[config.mk]
export PLATFORM = sky130hd
export DESIGN_NAME = preemptive_priority_scheduler_core_flat
export DESIGN_NICKNAME = d
export VERILOG_FILES = /design/src/rtl/core/pps_pkg.sv /design/src/rtl/core/pps_req_if.sv /design/src/rtl/core/pps_rsp_if.sv /design/src/rtl/core/preemptive_priority_scheduler_core.sv /design/src/rtl/core/pps_cmp_unit.sv /design/src/rtl/core/pps_job_table.sv /design/src/flat_wrapper.sv
export SDC_FILE = /design/constraint.sdc
export NUM_CORES = 2
export LEC_CHECK = 0
export ABC_AREA = 0
export BUFFER_PORTS_ARGS = -buffer_cell sky130_fd_sc_hd__buf_2
export CAP_MARGIN = 15
export CORE_UTILIZATION = 57
export DETAILED_ROUTE_END_ITERATION = 8
export PLACE_DENSITY = 0.7
export SETUP_SLACK_MARGIN = 0.3
export SKIP_LAST_GASP = 1
export SLEW_MARGIN = 20
export SYNTH_ARGS = -nofsm -noshare
export SYNTH_HDL_FRONTEND = slang
export SYNTH_HIERARCHICAL = 1
export SYNTH_SLANG_ARGS = --single-unit
[constraint.sdc]
create_clock -name i_clk -period 11.9 [get_ports i_clk]
set_input_delay 0.595 -clock i_clk [delete_from_list [all_inputs] [get_ports i_clk]]
set_output_delay 0.595 -clock i_clk [all_outputs]
set_load 0.005 [all_outputs]
[src/rtl/core/pps_pkg.sv]
// Shared types and constants of the preemptive priority scheduler.
// No dependencies; every other file of the block uses it.
package pps_pkg;

    // Fixed field widths of the request and response transfers
    localparam int ID_W       = 8;
    localparam int PRIO_IN_W  = 8;
    localparam int PRIO_EXT_W = 16;
    localparam int BURST_W    = 16;
    localparam int ORDER_W    = 16;
    localparam int STATUS_W   = 3;
    localparam int RES_TIME_W = 16;

    // Request kinds
    localparam logic REQ_ADD  = 1'b0;
    localparam logic REQ_TICK = 1'b1;

    typedef enum logic [STATUS_W-1:0] {
        ST_ADDED      = 3'd0,
        ST_FULL       = 3'd1,
        ST_ZERO_BURST = 3'd2,
        ST_IDLE_TICK  = 3'd3,
        ST_RAN        = 3'd4,
        ST_FINISHED   = 3'd5
    } t_status;

    typedef enum logic [2:0] {
        S_IDLE,
        S_SCAN,
        S_DRAIN,
        S_DECIDE,
        S_CALC1,
        S_CALC2,
        S_OUT
    } t_state;

    // Job table control
    typedef struct packed {
        logic rd_en;
        logic wr_en;
        logic set_vld;
        logic clr_vld;
    } t_tbl_ctl;

endpackage

[src/rtl/core/pps_req_if.sv]
// Request channel: valid/ready handshake carrying one add or tick request.
// Depends on pps_pkg for field widths.
interface pps_req_if;
    logic                        valid;
    logic                        ready;
    logic                        req_type;
    logic [pps_pkg::ID_W-1:0]    job_id;
    logic [pps_pkg::PRIO_IN_W-1:0] job_priority;
    logic [pps_pkg::BURST_W-1:0] burst_length;

    modport source (
        output valid, req_type, job_id, job_priority, burst_length,
        input  ready
    );
    modport sink (
        input  valid, req_type, job_id, job_priority, burst_length,
        output ready
    );
endinterface

[src/rtl/core/pps_rsp_if.sv]
// Response channel: valid/ready handshake carrying one scheduler result.
// Depends on pps_pkg for field widths.
interface pps_rsp_if;
    logic                           valid;
    logic                           ready;
    logic [pps_pkg::STATUS_W-1:0]   status;
    logic [pps_pkg::ID_W-1:0]       served_id;
    logic [pps_pkg::RES_TIME_W-1:0] completion_time;
    logic [pps_pkg::RES_TIME_W-1:0] turnaround;
    logic [pps_pkg::RES_TIME_W-1:0] waiting;

    modport source (
        output valid, status, served_id, completion_time, turnaround, waiting,
        input  ready
    );
    modport sink (
        input  valid, status, served_id, completion_time, turnaround, waiting,
        output ready
    );
endinterface

[src/rtl/core/preemptive_priority_scheduler_core.sv]
// Preemptive priority scheduler core: top level, sequencer and result register.
// Depends on pps_pkg, pps_req_if, pps_rsp_if, pps_cmp_unit and pps_job_table.
//
// The core holds up to JOB_SLOTS jobs. An add request stores a job in the
// lowest free slot, stamped with the current tick and an admission number;
// a full table (reported first) or a zero burst rejects it without changing
// anything. A tick request runs the valid job with the highest priority for
// one unit (ties go to the job admitted last, then to the lower slot), and
// always advances the tick counter, which wraps at TIME_BITS. A tick with no
// job is an idle tick. Every request gives exactly one result transfer; a
// finished job also reports completion time, turnaround and waiting time.
// Timing: one request is handled at a time. The sequencer walks the table
// through its single read port, one slot per cycle, through one shared
// compare unit. An add or an idle tick passes through the scan, drain,
// decide and output states; a tick that runs a job also passes through
// CALC1, and a tick that finishes a job through CALC1 and CALC2. While the
// output register is still full, the sequencer waits in the output state.
// The result sits in an output register, so the next request is taken while
// a result still waits for the sink. No clearing pass is needed after reset.
module preemptive_priority_scheduler_core #(
    parameter int JOB_SLOTS     = 16,
    parameter int PRIORITY_BITS = 8,
    parameter int TIME_BITS     = 16
) (
    input  logic      i_clk,
    input  logic      i_rst_n,
    pps_req_if.sink   i_req,
    pps_rsp_if.source o_rsp
);

    localparam int IW = $clog2(JOB_SLOTS);
    // width that holds both a tick value and a burst
    localparam int WW = (TIME_BITS > pps_pkg::BURST_W) ? TIME_BITS : pps_pkg::BURST_W;

    typedef struct packed {
        logic [pps_pkg::ID_W-1:0]    job_id;
        logic [PRIORITY_BITS-1:0]    prio;
        logic [pps_pkg::BURST_W-1:0] burst;
        logic [pps_pkg::BURST_W-1:0] remaining;
        logic [TIME_BITS-1:0]        arrival;
        logic [pps_pkg::ORDER_W-1:0] order;
    } t_job_rec;

    localparam int REC_W = $bits(t_job_rec);

    // sequencer state
    pps_pkg::t_state r_state, n_state;

    // latched request
    logic                           r_req_type, n_req_type;
    logic [pps_pkg::ID_W-1:0]       r_job_id, n_job_id;
    logic [pps_pkg::PRIO_IN_W-1:0]  r_job_prio, n_job_prio;
    logic [pps_pkg::BURST_W-1:0]    r_burst, n_burst;

    // scan
    logic [IW-1:0]                  r_idx, n_idx;
    logic                           r_pend, n_pend;
    logic [IW-1:0]                  r_pidx, n_pidx;
    logic                           r_have_free, n_have_free;
    logic [IW-1:0]                  r_free_idx, n_free_idx;
    logic                           r_have_best, n_have_best;
    logic [IW-1:0]                  r_best_idx, n_best_idx;
    logic [pps_pkg::ORDER_W-1:0]    r_best_age, n_best_age;
    t_job_rec                       r_best_rec, n_best_rec;

    // timekeeping and arithmetic
    logic [TIME_BITS-1:0]           r_time, n_time;
    logic [pps_pkg::ORDER_W-1:0]    r_admit, n_admit;
    logic [pps_pkg::BURST_W-1:0]    r_rem, n_rem;
    logic [TIME_BITS-1:0]           r_ct, n_ct;
    logic [TIME_BITS-1:0]           r_tat, n_tat;

    // staged result
    pps_pkg::t_status                 r_res_status, n_res_status;
    logic [pps_pkg::ID_W-1:0]         r_res_id, n_res_id;
    logic [pps_pkg::RES_TIME_W-1:0]   r_res_ct, n_res_ct;
    logic [pps_pkg::RES_TIME_W-1:0]   r_res_tat, n_res_tat;
    logic [pps_pkg::RES_TIME_W-1:0]   r_res_wait, n_res_wait;

    // output register
    logic                             r_out_valid;
    logic [pps_pkg::STATUS_W-1:0]     r_out_status;
    logic [pps_pkg::ID_W-1:0]         r_out_id;
    logic [pps_pkg::RES_TIME_W-1:0]   r_out_ct;
    logic [pps_pkg::RES_TIME_W-1:0]   r_out_tat;
    logic [pps_pkg::RES_TIME_W-1:0]   r_out_wait;
    logic                             load_out;

    // table and compare unit wiring
    pps_pkg::t_tbl_ctl                tbl_ctl;
    logic [IW-1:0]                    wr_addr;
    t_job_rec                         wr_rec;
    logic                             rd_valid;
    logic [REC_W-1:0]                 rd_data;
    t_job_rec                         rd_rec;
    logic                             cmp_take;
    logic [pps_pkg::ORDER_W-1:0]      cmp_age;

    // helpers
    logic [pps_pkg::PRIO_EXT_W-1:0]   prio_ext;
    t_job_rec                         add_rec;
    t_job_rec                         wb_rec;
    logic [WW-1:0]                    ct_ext;
    logic [WW-1:0]                    tat_ext;
    logic [WW-1:0]                    burst_ext;
    logic [WW-1:0]                    wait_ext;

    assign rd_rec = t_job_rec'(rd_data);

    pps_job_table #(
        .SLOTS (JOB_SLOTS),
        .REC_W (REC_W)
    ) u_table (
        .i_clk      (i_clk),
        .i_rst_n    (i_rst_n),
        .i_ctl      (tbl_ctl),
        .i_wr_addr  (wr_addr),
        .i_wr_data  (wr_rec),
        .i_rd_addr  (r_idx),
        .o_rd_valid (rd_valid),
        .o_rd_data  (rd_data)
    );

    pps_cmp_unit #(
        .PRIORITY_BITS (PRIORITY_BITS)
    ) u_cmp (
        .i_cand_valid (r_pend && rd_valid),
        .i_cand_prio  (rd_rec.prio),
        .i_cand_order (rd_rec.order),
        .i_admit      (r_admit),
        .i_have_best  (r_have_best),
        .i_best_prio  (r_best_rec.prio),
        .i_best_age   (r_best_age),
        .o_take       (cmp_take),
        .o_cand_age   (cmp_age)
    );

    // new job record, priority trimmed or widened to PRIORITY_BITS
    always_comb begin
        prio_ext          = pps_pkg::PRIO_EXT_W'(r_job_prio);
        add_rec.job_id    = r_job_id;
        add_rec.prio      = prio_ext[PRIORITY_BITS-1:0];
        add_rec.burst     = r_burst;
        add_rec.remaining = r_burst;
        add_rec.arrival   = r_time;
        add_rec.order     = r_admit;
    end

    // served job written back with one unit less to run
    always_comb begin
        wb_rec           = r_best_rec;
        wb_rec.remaining = r_rem;
    end

    // waiting = turnaround - burst, clamped at zero
    always_comb begin
        ct_ext    = WW'(r_ct);
        tat_ext   = WW'(r_tat);
        burst_ext = WW'(r_best_rec.burst);
        wait_ext  = (tat_ext > burst_ext) ? (tat_ext - burst_ext) : '0;
    end

    always_comb begin
        n_state      = r_state;
        n_req_type   = r_req_type;
        n_job_id     = r_job_id;
        n_job_prio   = r_job_prio;
        n_burst      = r_burst;
        n_idx        = r_idx;
        n_pend       = r_pend;
        n_pidx       = r_pidx;
        n_have_free  = r_have_free;
        n_free_idx   = r_free_idx;
        n_have_best  = r_have_best;
        n_best_idx   = r_best_idx;
        n_best_age   = r_best_age;
        n_best_rec   = r_best_rec;
        n_time       = r_time;
        n_admit      = r_admit;
        n_rem        = r_rem;
        n_ct         = r_ct;
        n_tat        = r_tat;
        n_res_status = r_res_status;
        n_res_id     = r_res_id;
        n_res_ct     = r_res_ct;
        n_res_tat    = r_res_tat;
        n_res_wait   = r_res_wait;
        tbl_ctl      = '0;
        wr_addr      = r_free_idx;
        wr_rec       = add_rec;
        load_out     = 1'b0;

        // slot data returned from the previous read
        if (r_pend) begin
            if (r_req_type == pps_pkg::REQ_TICK) begin
                if (cmp_take) begin
                    n_have_best = 1'b1;
                    n_best_idx  = r_pidx;
                    n_best_age  = cmp_age;
                    n_best_rec  = rd_rec;
                end
            end else if (!rd_valid && !r_have_free) begin
                n_have_free = 1'b1;
                n_free_idx  = r_pidx;
            end
        end

        case (r_state)
            pps_pkg::S_IDLE: begin
                n_pend = 1'b0;
                if (i_req.valid) begin
                    n_req_type  = i_req.req_type;
                    n_job_id    = i_req.job_id;
                    n_job_prio  = i_req.job_priority;
                    n_burst     = i_req.burst_length;
                    n_idx       = '0;
                    n_have_free = 1'b0;
                    n_have_best = 1'b0;
                    n_state     = pps_pkg::S_SCAN;
                end
            end
            pps_pkg::S_SCAN: begin
                tbl_ctl.rd_en = 1'b1;
                n_pend        = 1'b1;
                n_pidx        = r_idx;
                if (r_idx == IW'(JOB_SLOTS - 1)) begin
                    n_state = pps_pkg::S_DRAIN;
                end else begin
                    n_idx = r_idx + 1'b1;
                end
            end
            pps_pkg::S_DRAIN: begin
                n_pend  = 1'b0;
                n_state = pps_pkg::S_DECIDE;
            end
            pps_pkg::S_DECIDE: begin
                n_res_id   = '0;
                n_res_ct   = '0;
                n_res_tat  = '0;
                n_res_wait = '0;
                n_state    = pps_pkg::S_OUT;
                if (r_req_type == pps_pkg::REQ_ADD) begin
                    if (!r_have_free) begin
                        n_res_status = pps_pkg::ST_FULL;
                    end else if (r_burst == '0) begin
                        n_res_status = pps_pkg::ST_ZERO_BURST;
                    end else begin
                        tbl_ctl.wr_en   = 1'b1;
                        tbl_ctl.set_vld = 1'b1;
                        n_admit         = r_admit + 1'b1;
                        n_res_status    = pps_pkg::ST_ADDED;
                    end
                end else if (!r_have_best) begin
                    n_res_status = pps_pkg::ST_IDLE_TICK;
                    n_time       = r_time + 1'b1;
                end else begin
                    n_rem   = r_best_rec.remaining - 1'b1;
                    n_ct    = r_time + 1'b1;
                    n_state = pps_pkg::S_CALC1;
                end
            end
            pps_pkg::S_CALC1: begin
                wr_addr = r_best_idx;
                wr_rec  = wb_rec;
                n_time  = r_ct;
                n_tat   = r_ct - r_best_rec.arrival;
                if (r_rem == '0) begin
                    tbl_ctl.clr_vld = 1'b1;
                    n_state         = pps_pkg::S_CALC2;
                end else begin
                    tbl_ctl.wr_en = 1'b1;
                    n_res_status  = pps_pkg::ST_RAN;
                    n_res_id      = r_best_rec.job_id;
                    n_state       = pps_pkg::S_OUT;
                end
            end
            pps_pkg::S_CALC2: begin
                n_res_status = pps_pkg::ST_FINISHED;
                n_res_id     = r_best_rec.job_id;
                n_res_ct     = ct_ext[pps_pkg::RES_TIME_W-1:0];
                n_res_tat    = tat_ext[pps_pkg::RES_TIME_W-1:0];
                n_res_wait   = wait_ext[pps_pkg::RES_TIME_W-1:0];
                n_state      = pps_pkg::S_OUT;
            end
            pps_pkg::S_OUT: begin
                // hand over once the output register is free
                if (!r_out_valid || o_rsp.ready) begin
                    load_out = 1'b1;
                    n_state  = pps_pkg::S_IDLE;
                end
            end
            default: begin
                n_state = pps_pkg::S_IDLE;
            end
        endcase
    end

    always_ff @(posedge i_clk) begin
        if (!i_rst_n) begin
            r_state <= pps_pkg::S_IDLE;
        end else begin
            r_state <= n_state;
        end
    end

    always_ff @(posedge i_clk) begin
        if (!i_rst_n) begin
            r_pend      <= 1'b0;
            r_have_free <= 1'b0;
            r_have_best <= 1'b0;
            r_time      <= '0;
            r_admit     <= '0;
        end else begin
            r_pend      <= n_pend;
            r_have_free <= n_have_free;
            r_have_best <= n_have_best;
            r_time      <= n_time;
            r_admit     <= n_admit;
        end
    end

    always_ff @(posedge i_clk) begin
        r_req_type   <= n_req_type;
        r_job_id     <= n_job_id;
        r_job_prio   <= n_job_prio;
        r_burst      <= n_burst;
        r_idx        <= n_idx;
        r_pidx       <= n_pidx;
        r_free_idx   <= n_free_idx;
        r_best_idx   <= n_best_idx;
        r_best_age   <= n_best_age;
        r_best_rec   <= n_best_rec;
        r_rem        <= n_rem;
        r_ct         <= n_ct;
        r_tat        <= n_tat;
        r_res_status <= n_res_status;
        r_res_id     <= n_res_id;
        r_res_ct     <= n_res_ct;
        r_res_tat    <= n_res_tat;
        r_res_wait   <= n_res_wait;
    end

    // output register: holds a result until the sink takes the transfer
    always_ff @(posedge i_clk) begin
        if (!i_rst_n) begin
            r_out_valid <= 1'b0;
        end else if (load_out) begin
            r_out_valid <= 1'b1;
        end else if (o_rsp.ready) begin
            r_out_valid <= 1'b0;
        end
    end

    always_ff @(posedge i_clk) begin
        if (load_out) begin
            r_out_status <= r_res_status;
            r_out_id     <= r_res_id;
            r_out_ct     <= r_res_ct;
            r_out_tat    <= r_res_tat;
            r_out_wait   <= r_res_wait;
        end
    end

    assign i_req.ready           = (r_state == pps_pkg::S_IDLE);
    assign o_rsp.valid           = r_out_valid;
    assign o_rsp.status          = r_out_status;
    assign o_rsp.served_id       = r_out_id;
    assign o_rsp.completion_time = r_out_ct;
    assign o_rsp.turnaround      = r_out_tat;
    assign o_rsp.waiting         = r_out_wait;

`ifndef ASSERT_OFF
    // the admission counter only ever steps by one
    a_admit_step: assert property (@(posedge i_clk) disable iff (!i_rst_n)
        1'b1 |=> (r_admit == $past(r_admit)) || (r_admit == $past(r_admit) + 1'b1))
        else $error("admission counter jumped");

    // an add request never moves the tick counter
    a_add_keeps_time: assert property (@(posedge i_clk) disable iff (!i_rst_n)
        (r_state != pps_pkg::S_IDLE) && (r_req_type == pps_pkg::REQ_ADD) |=> $stable(r_time))
        else $error("tick counter moved during an add");

    // a served job implies the scan found one
    a_served_has_best: assert property (@(posedge i_clk) disable iff (!i_rst_n)
        (r_state == pps_pkg::S_OUT) &&
        ((r_res_status == pps_pkg::ST_RAN) || (r_res_status == pps_pkg::ST_FINISHED))
        |-> r_have_best)
        else $error("job served with no winner from the scan");

    // a result is only loaded when the output register can take it
    a_no_overwrite: assert property (@(posedge i_clk) disable iff (!i_rst_n)
        load_out |-> (!r_out_valid || o_rsp.ready))
        else $error("pending result overwritten");
`endif

endmodule

[src/rtl/core/pps_cmp_unit.sv]
// Shared priority/age compare unit, used once per scanned slot.
// Depends on pps_pkg for the admission order width.
module pps_cmp_unit #(
    parameter int PRIORITY_BITS = 8
) (
    input  logic                         i_cand_valid,
    input  logic [PRIORITY_BITS-1:0]     i_cand_prio,
    input  logic [pps_pkg::ORDER_W-1:0]  i_cand_order,
    input  logic [pps_pkg::ORDER_W-1:0]  i_admit,
    input  logic                         i_have_best,
    input  logic [PRIORITY_BITS-1:0]     i_best_prio,
    input  logic [pps_pkg::ORDER_W-1:0]  i_best_age,
    output logic                         o_take,
    output logic [pps_pkg::ORDER_W-1:0]  o_cand_age
);

    // age wraps modulo 2^16; smaller age = admitted more recently
    assign o_cand_age = i_admit - i_cand_order;

    assign o_take = i_cand_valid &&
                    (!i_have_best ||
                     (i_cand_prio > i_best_prio) ||
                     ((i_cand_prio == i_best_prio) && (o_cand_age < i_best_age)));

endmodule

[src/rtl/core/pps_job_table.sv]
// Job table: record memory with one write and one registered read port,
// plus per-slot valid flags. Depends on pps_pkg for the control struct.
module pps_job_table #(
    parameter int SLOTS = 16,
    parameter int REC_W = 80
) (
    input  logic                       i_clk,
    input  logic                       i_rst_n,
    input  pps_pkg::t_tbl_ctl          i_ctl,
    input  logic [$clog2(SLOTS)-1:0]   i_wr_addr,
    input  logic [REC_W-1:0]           i_wr_data,
    input  logic [$clog2(SLOTS)-1:0]   i_rd_addr,
    output logic                       o_rd_valid,
    output logic [REC_W-1:0]           o_rd_data
);

    logic [REC_W-1:0] r_mem [SLOTS];
    logic [SLOTS-1:0] r_valid;

    always_ff @(posedge i_clk) begin
        if (i_ctl.wr_en) begin
            r_mem[i_wr_addr] <= i_wr_data;
        end
        if (i_ctl.rd_en) begin
            o_rd_data  <= r_mem[i_rd_addr];
            o_rd_valid <= r_valid[i_rd_addr];
        end
    end

    always_ff @(posedge i_clk) begin
        if (!i_rst_n) begin
            r_valid <= '0;
        end else if (i_ctl.set_vld) begin
            r_valid[i_wr_addr] <= 1'b1;
        end else if (i_ctl.clr_vld) begin
            r_valid[i_wr_addr] <= 1'b0;
        end
    end

endmodule
[src/flat_wrapper.sv]
// flat-port wrapper written by rule: the top's interface ports become plain ports
module preemptive_priority_scheduler_core_flat 
#(
    parameter int JOB_SLOTS     = 16,
    parameter int PRIORITY_BITS = 8,
    parameter int TIME_BITS     = 16
)
  (i_clk, i_rst_n, i_req_valid, i_req_req_type, i_req_job_id, i_req_job_priority, i_req_burst_length, i_req_ready, o_rsp_valid, o_rsp_status, o_rsp_served_id, o_rsp_completion_time, o_rsp_turnaround, o_rsp_waiting, o_rsp_ready);
  pps_req_if i_req_i ();
  pps_rsp_if o_rsp_i ();
  input  logic i_clk;
  input  logic i_rst_n;
  input wire logic [$bits(i_req_i.valid)-1:0] i_req_valid;
  input wire logic [$bits(i_req_i.req_type)-1:0] i_req_req_type;
  input wire logic [$bits(i_req_i.job_id)-1:0] i_req_job_id;
  input wire logic [$bits(i_req_i.job_priority)-1:0] i_req_job_priority;
  input wire logic [$bits(i_req_i.burst_length)-1:0] i_req_burst_length;
  output wire logic [$bits(i_req_i.ready)-1:0] i_req_ready;
  output wire logic [$bits(o_rsp_i.valid)-1:0] o_rsp_valid;
  output wire logic [$bits(o_rsp_i.status)-1:0] o_rsp_status;
  output wire logic [$bits(o_rsp_i.served_id)-1:0] o_rsp_served_id;
  output wire logic [$bits(o_rsp_i.completion_time)-1:0] o_rsp_completion_time;
  output wire logic [$bits(o_rsp_i.turnaround)-1:0] o_rsp_turnaround;
  output wire logic [$bits(o_rsp_i.waiting)-1:0] o_rsp_waiting;
  input wire logic [$bits(o_rsp_i.ready)-1:0] o_rsp_ready;
  assign i_req_i.valid = i_req_valid;
  assign i_req_i.req_type = i_req_req_type;
  assign i_req_i.job_id = i_req_job_id;
  assign i_req_i.job_priority = i_req_job_priority;
  assign i_req_i.burst_length = i_req_burst_length;
  assign i_req_ready = i_req_i.ready;
  assign o_rsp_valid = o_rsp_i.valid;
  assign o_rsp_status = o_rsp_i.status;
  assign o_rsp_served_id = o_rsp_i.served_id;
  assign o_rsp_completion_time = o_rsp_i.completion_time;
  assign o_rsp_turnaround = o_rsp_i.turnaround;
  assign o_rsp_waiting = o_rsp_i.waiting;
  assign o_rsp_i.ready = o_rsp_ready;
  preemptive_priority_scheduler_core #(.JOB_SLOTS(JOB_SLOTS), .PRIORITY_BITS(PRIORITY_BITS), .TIME_BITS(TIME_BITS)) u_core (.i_clk(i_clk), .i_rst_n(i_rst_n), .i_req(i_req_i), .o_rsp(o_rsp_i));
endmodule
==> metrics.yaml <==
sta:
  drv_slew: 0
  max-slew-margin-rel_pct: 23.0
  whs_ns: 0.110
  min_period_over_period_pct: 46.1
  setup_viol: 0
  fin_skew_ns: 0.0210
  rsz0062_at_grt: "no"
  min_period_ns: 5.48
  hold_viol: 0
  fmax_mhz: 182
  fin_setup_tns_ns: 0
  worst_slew_pin_slew_ns: 1.15
synthesis:
  synth.avg_cell_area_um2: 19.1
  syn-num-nets: 3641
  synth_edf_count: 1672
  async_flop_share_pct: 0
  synth-seq-cells: 1727
  yosysWarnings: 6
  synth.most_common_cell: "edfxtp_1"
  synth_top_area_share_pct: 74.6
  synthTopCellsByArea: "edfxtp_1 (75%), mux4_2 (11%), a22oi_1 (1.8%), nand2_1 (1.7%), dfxtp_1 (1.6%)"
  synth_top_area_cell: "edfxtp_1"
  synthCells: 3528
  syn-cell-area_um2: 67300
  synthFlopType: "edfxtp_1"
  synth_seq_area_share_pct: 76.3
  synth_common_cells: "edfxtp_1 (1672), mux4_2 (324), nand2_1 (306)"
  ys_types: 70
worst_setup_path:
  end_kind: "flop"
  cpMaxStageDelayCell: "and3_4"
  path_delay_family: "buffers and inverters"
  required_ns: 12.31
  arrival_ns: 5.89
  crit_buf_inv: 5
  path_class: "flop to flop"
  cpPeakStageDelay_ns: 1.01
  critical_path.cell_chain: "nand2b_1 > inv_1 > buf_4 > nand2b_4 > clkinv_2 > buf_4 > a21o_1 > and3_4 > buf_4"
  critPathMostFrequentCell: "buf_4"
  crit_fanout: 56
  crit_path_start_kind: "flop"
global_route:
  grt_overflow: 0
  grt_use_met1_pct: 39.2
  use_met2_pct: 39.9
  grt_busiest_layer: "met2"
  use_met3_pct: 5.70
  grt_pass1_vias: 33700
  grt_max_degree: 155
  grt_usage_pct: 26.4
  antenna_found_initial: 15
  grt_pass1_wl_um: 227000
clock_tree:
  insertion_delay_ns: 0.78
  cts_buffers: 169
  clock_sinks: 1727
  clockRootBuffer: "clkbuf_16"
  htree_levels: 4
  cts_setup_buffers: 0
  clock_path_buffers: 3
  clk_pin_slew_ns: 0.06
  cts_tree: "done"
pwr:
  power_frac_seq_pct: 50.3
  p_per_area_nw_per_um2: 183
  p_total_mw: 13.8
  ir_worst_vdd_v: 0.000148
  p_switching_mw: 3.31
  p_int_mw: 10.5
  switching_share_pct: 24.0
  p_leak_nw: 25.1
  p_clk_share_pct: 37.6
  p_comb_share_pct: 12.1
final_layout:
  area_delta_synth_final_pct: 11.9
  final_util_pct: 64.5
  drive_gt1_share_pct: 19.9
  nets: 3841
flow_run:
  cap_violations: 0
floorplan:
  io_pins: 98
  die-height_um: 346
  rows: 125
  die_w_um: 346
  core_um2: 117000
  initial_utilization_pct: 57.7
  die_area_um2: 119000
placement:
  port_buffers: 97
  hpwlAfterDp_um: 89600
  gp_congestion: 0.901
routing:
  ant_nets: 0
  vias_per_cell: 6.38
  drc: 0
  via_count: 34400
  wirelength_um: 157000
  drt_iter0_drc: 4515
  drt-pass1-iter-count: 5
  routedWlPerCell_um: 29.1
hold_path:
  min_path_type: "primary input to flop"
status:
  outcome: "completed"
## through the flow
stage	instance area (um2)	setup WS, ns	std cells
after floorplan	67300	6.06	3528
after global placement	69600	6.51	5051
after detailed placement	69600	6.45	5051
after CTS	75300	6.42	5392
after global routing	75300	6.10	5392
final	75300	6.42	5395
## final timing paths
check	from	to	slack, ns	cells after the start
setup / recovery	u_core/r_state[2]	u_core/u_table/r_mem[8][24]	6.42	9
hold / removal	i_req_burst_length[4]	u_core/r_burst[4]	0.11	1
setup reg to reg	u_core/r_state[2]	u_core/u_table/r_mem[8][24]	6.42	9
hold reg to reg	u_core/r_res_tat[9]	u_core/o_rsp.turnaround[9]	0.41	0
## area by class of cell
type | count | area [um2]
Antenna cell | 3 | 7.51
Clock buffer | 201 | 4360
Clock inverter | 110 | 1010
Fill cell | 7755 | 41400
Inverter | 115 | 435
Multi-Input combinational cell | 1520 | 14900
Sequential cell | 1727 | 51300
Tap cell | 1524 | 1910
Timing Repair Buffer | 195 | 1350
## sequential cells by signal, summed over array words and instances, names as in the netlist, 16 cells and up, named ones only
name,cells
u_core/u_table/r_mem,1280
u_core/o_rsp.completion_time,16
u_core/r_best_age,16
u_core/r_tat,16
u_core/o_rsp.waiting,16
u_core/r_best_rec,64
u_core/r_res_ct,16
u_core/r_burst,16
u_core/burst_ext,16
u_core/ct_ext,16
u_core/o_rsp.turnaround,16
u_core/r_rem,16
u_core/r_res_tat,16
u_core/r_admit,16
u_core/r_res_wait,16
u_core/u_table/o_rd_data,80
u_core/r_time,16
## power groups by stage
| stage | combinational (mW) | clock (mW) | sequential [mW] |
|---|---|---|---|
| 3_5_place_dp | 1.67 | 0 | 7.07 |
| 2_1_floorplan | 1.18 | 0 | 7.04 |
| 5_1_grt | 1.79 | 5.50 | 6.95 |
| 4_1_cts | 1.68 | 5.27 | 6.94 |
| 3_3_place_gp | 1.65 | 0 | 7.06 |
| 6_report | 1.68 | 5.19 | 6.94 |
## cell usage in the layout (no fill, tap or decap), drive strengths merged, types with 5 or more instances in the layout
cell / instances
nor4: 15
edfxtp: 1672
a21oi: 67
nand2b: 17
mux4: 324
nand2: 306
clkbuf: 201
or2: 7
dlygate4sd3: 30
xor2: 39
clkinv: 82
nand4: 13
o211ai: 9
a21o: 11
a311oi: 5
a22oi: 162
o21a: 25
or3: 12
a211oi: 14
bufinv: 15
ha: 73
nor2: 78
and2: 17
xnor2: 46
nand3: 21
inv: 125
a21boi: 5
o21ai: 71
a31oi: 21
buf: 165
dfxtp: 55
nor3: 25
nor2b: 18
and3: 74
## worst reg2reg max path: stages (launching register included)
cell and delay [ns]:
dfxtp_1 0.50, nand2b_1 0.18, inv_1 0.09, buf_4 0.34, nand2b_4 0.44, clkinv_2 0.54
buf_4 0.68, a21o_1 0.58, and3_4 1.01, buf_4 0.70
## kinds of logic after synthesis
logic type / Yosys count / share of synthesized area [%]
flops: 1727 / 76.3
xor+xnor: 85 / 1.11
buf+inv: 281 / 1.83
simple gates: 616 / 4.30
fa+ha+maj: 76 / 1.45
compound gates: 415 / 4.16
mux: 328 / 10.9
## repair_timing
action | 4_1_cts | 5_1_grt
gates resized for setup | 0 | 0
hold buffers | 30 | 0
hold endpoints to repair | 30 | 0
endpoints found under the setup margin | 0 | 0
## metal layers
layer | part of all wire [%] | routed length [um]
met1 | 41 | 64900
met4 | 2.4 | 3800
met5 | 0 | 0
met2 | 46 | 72400
met3 | 10 | 15700
No activity file was read; power rests on OpenSTA's default activity.
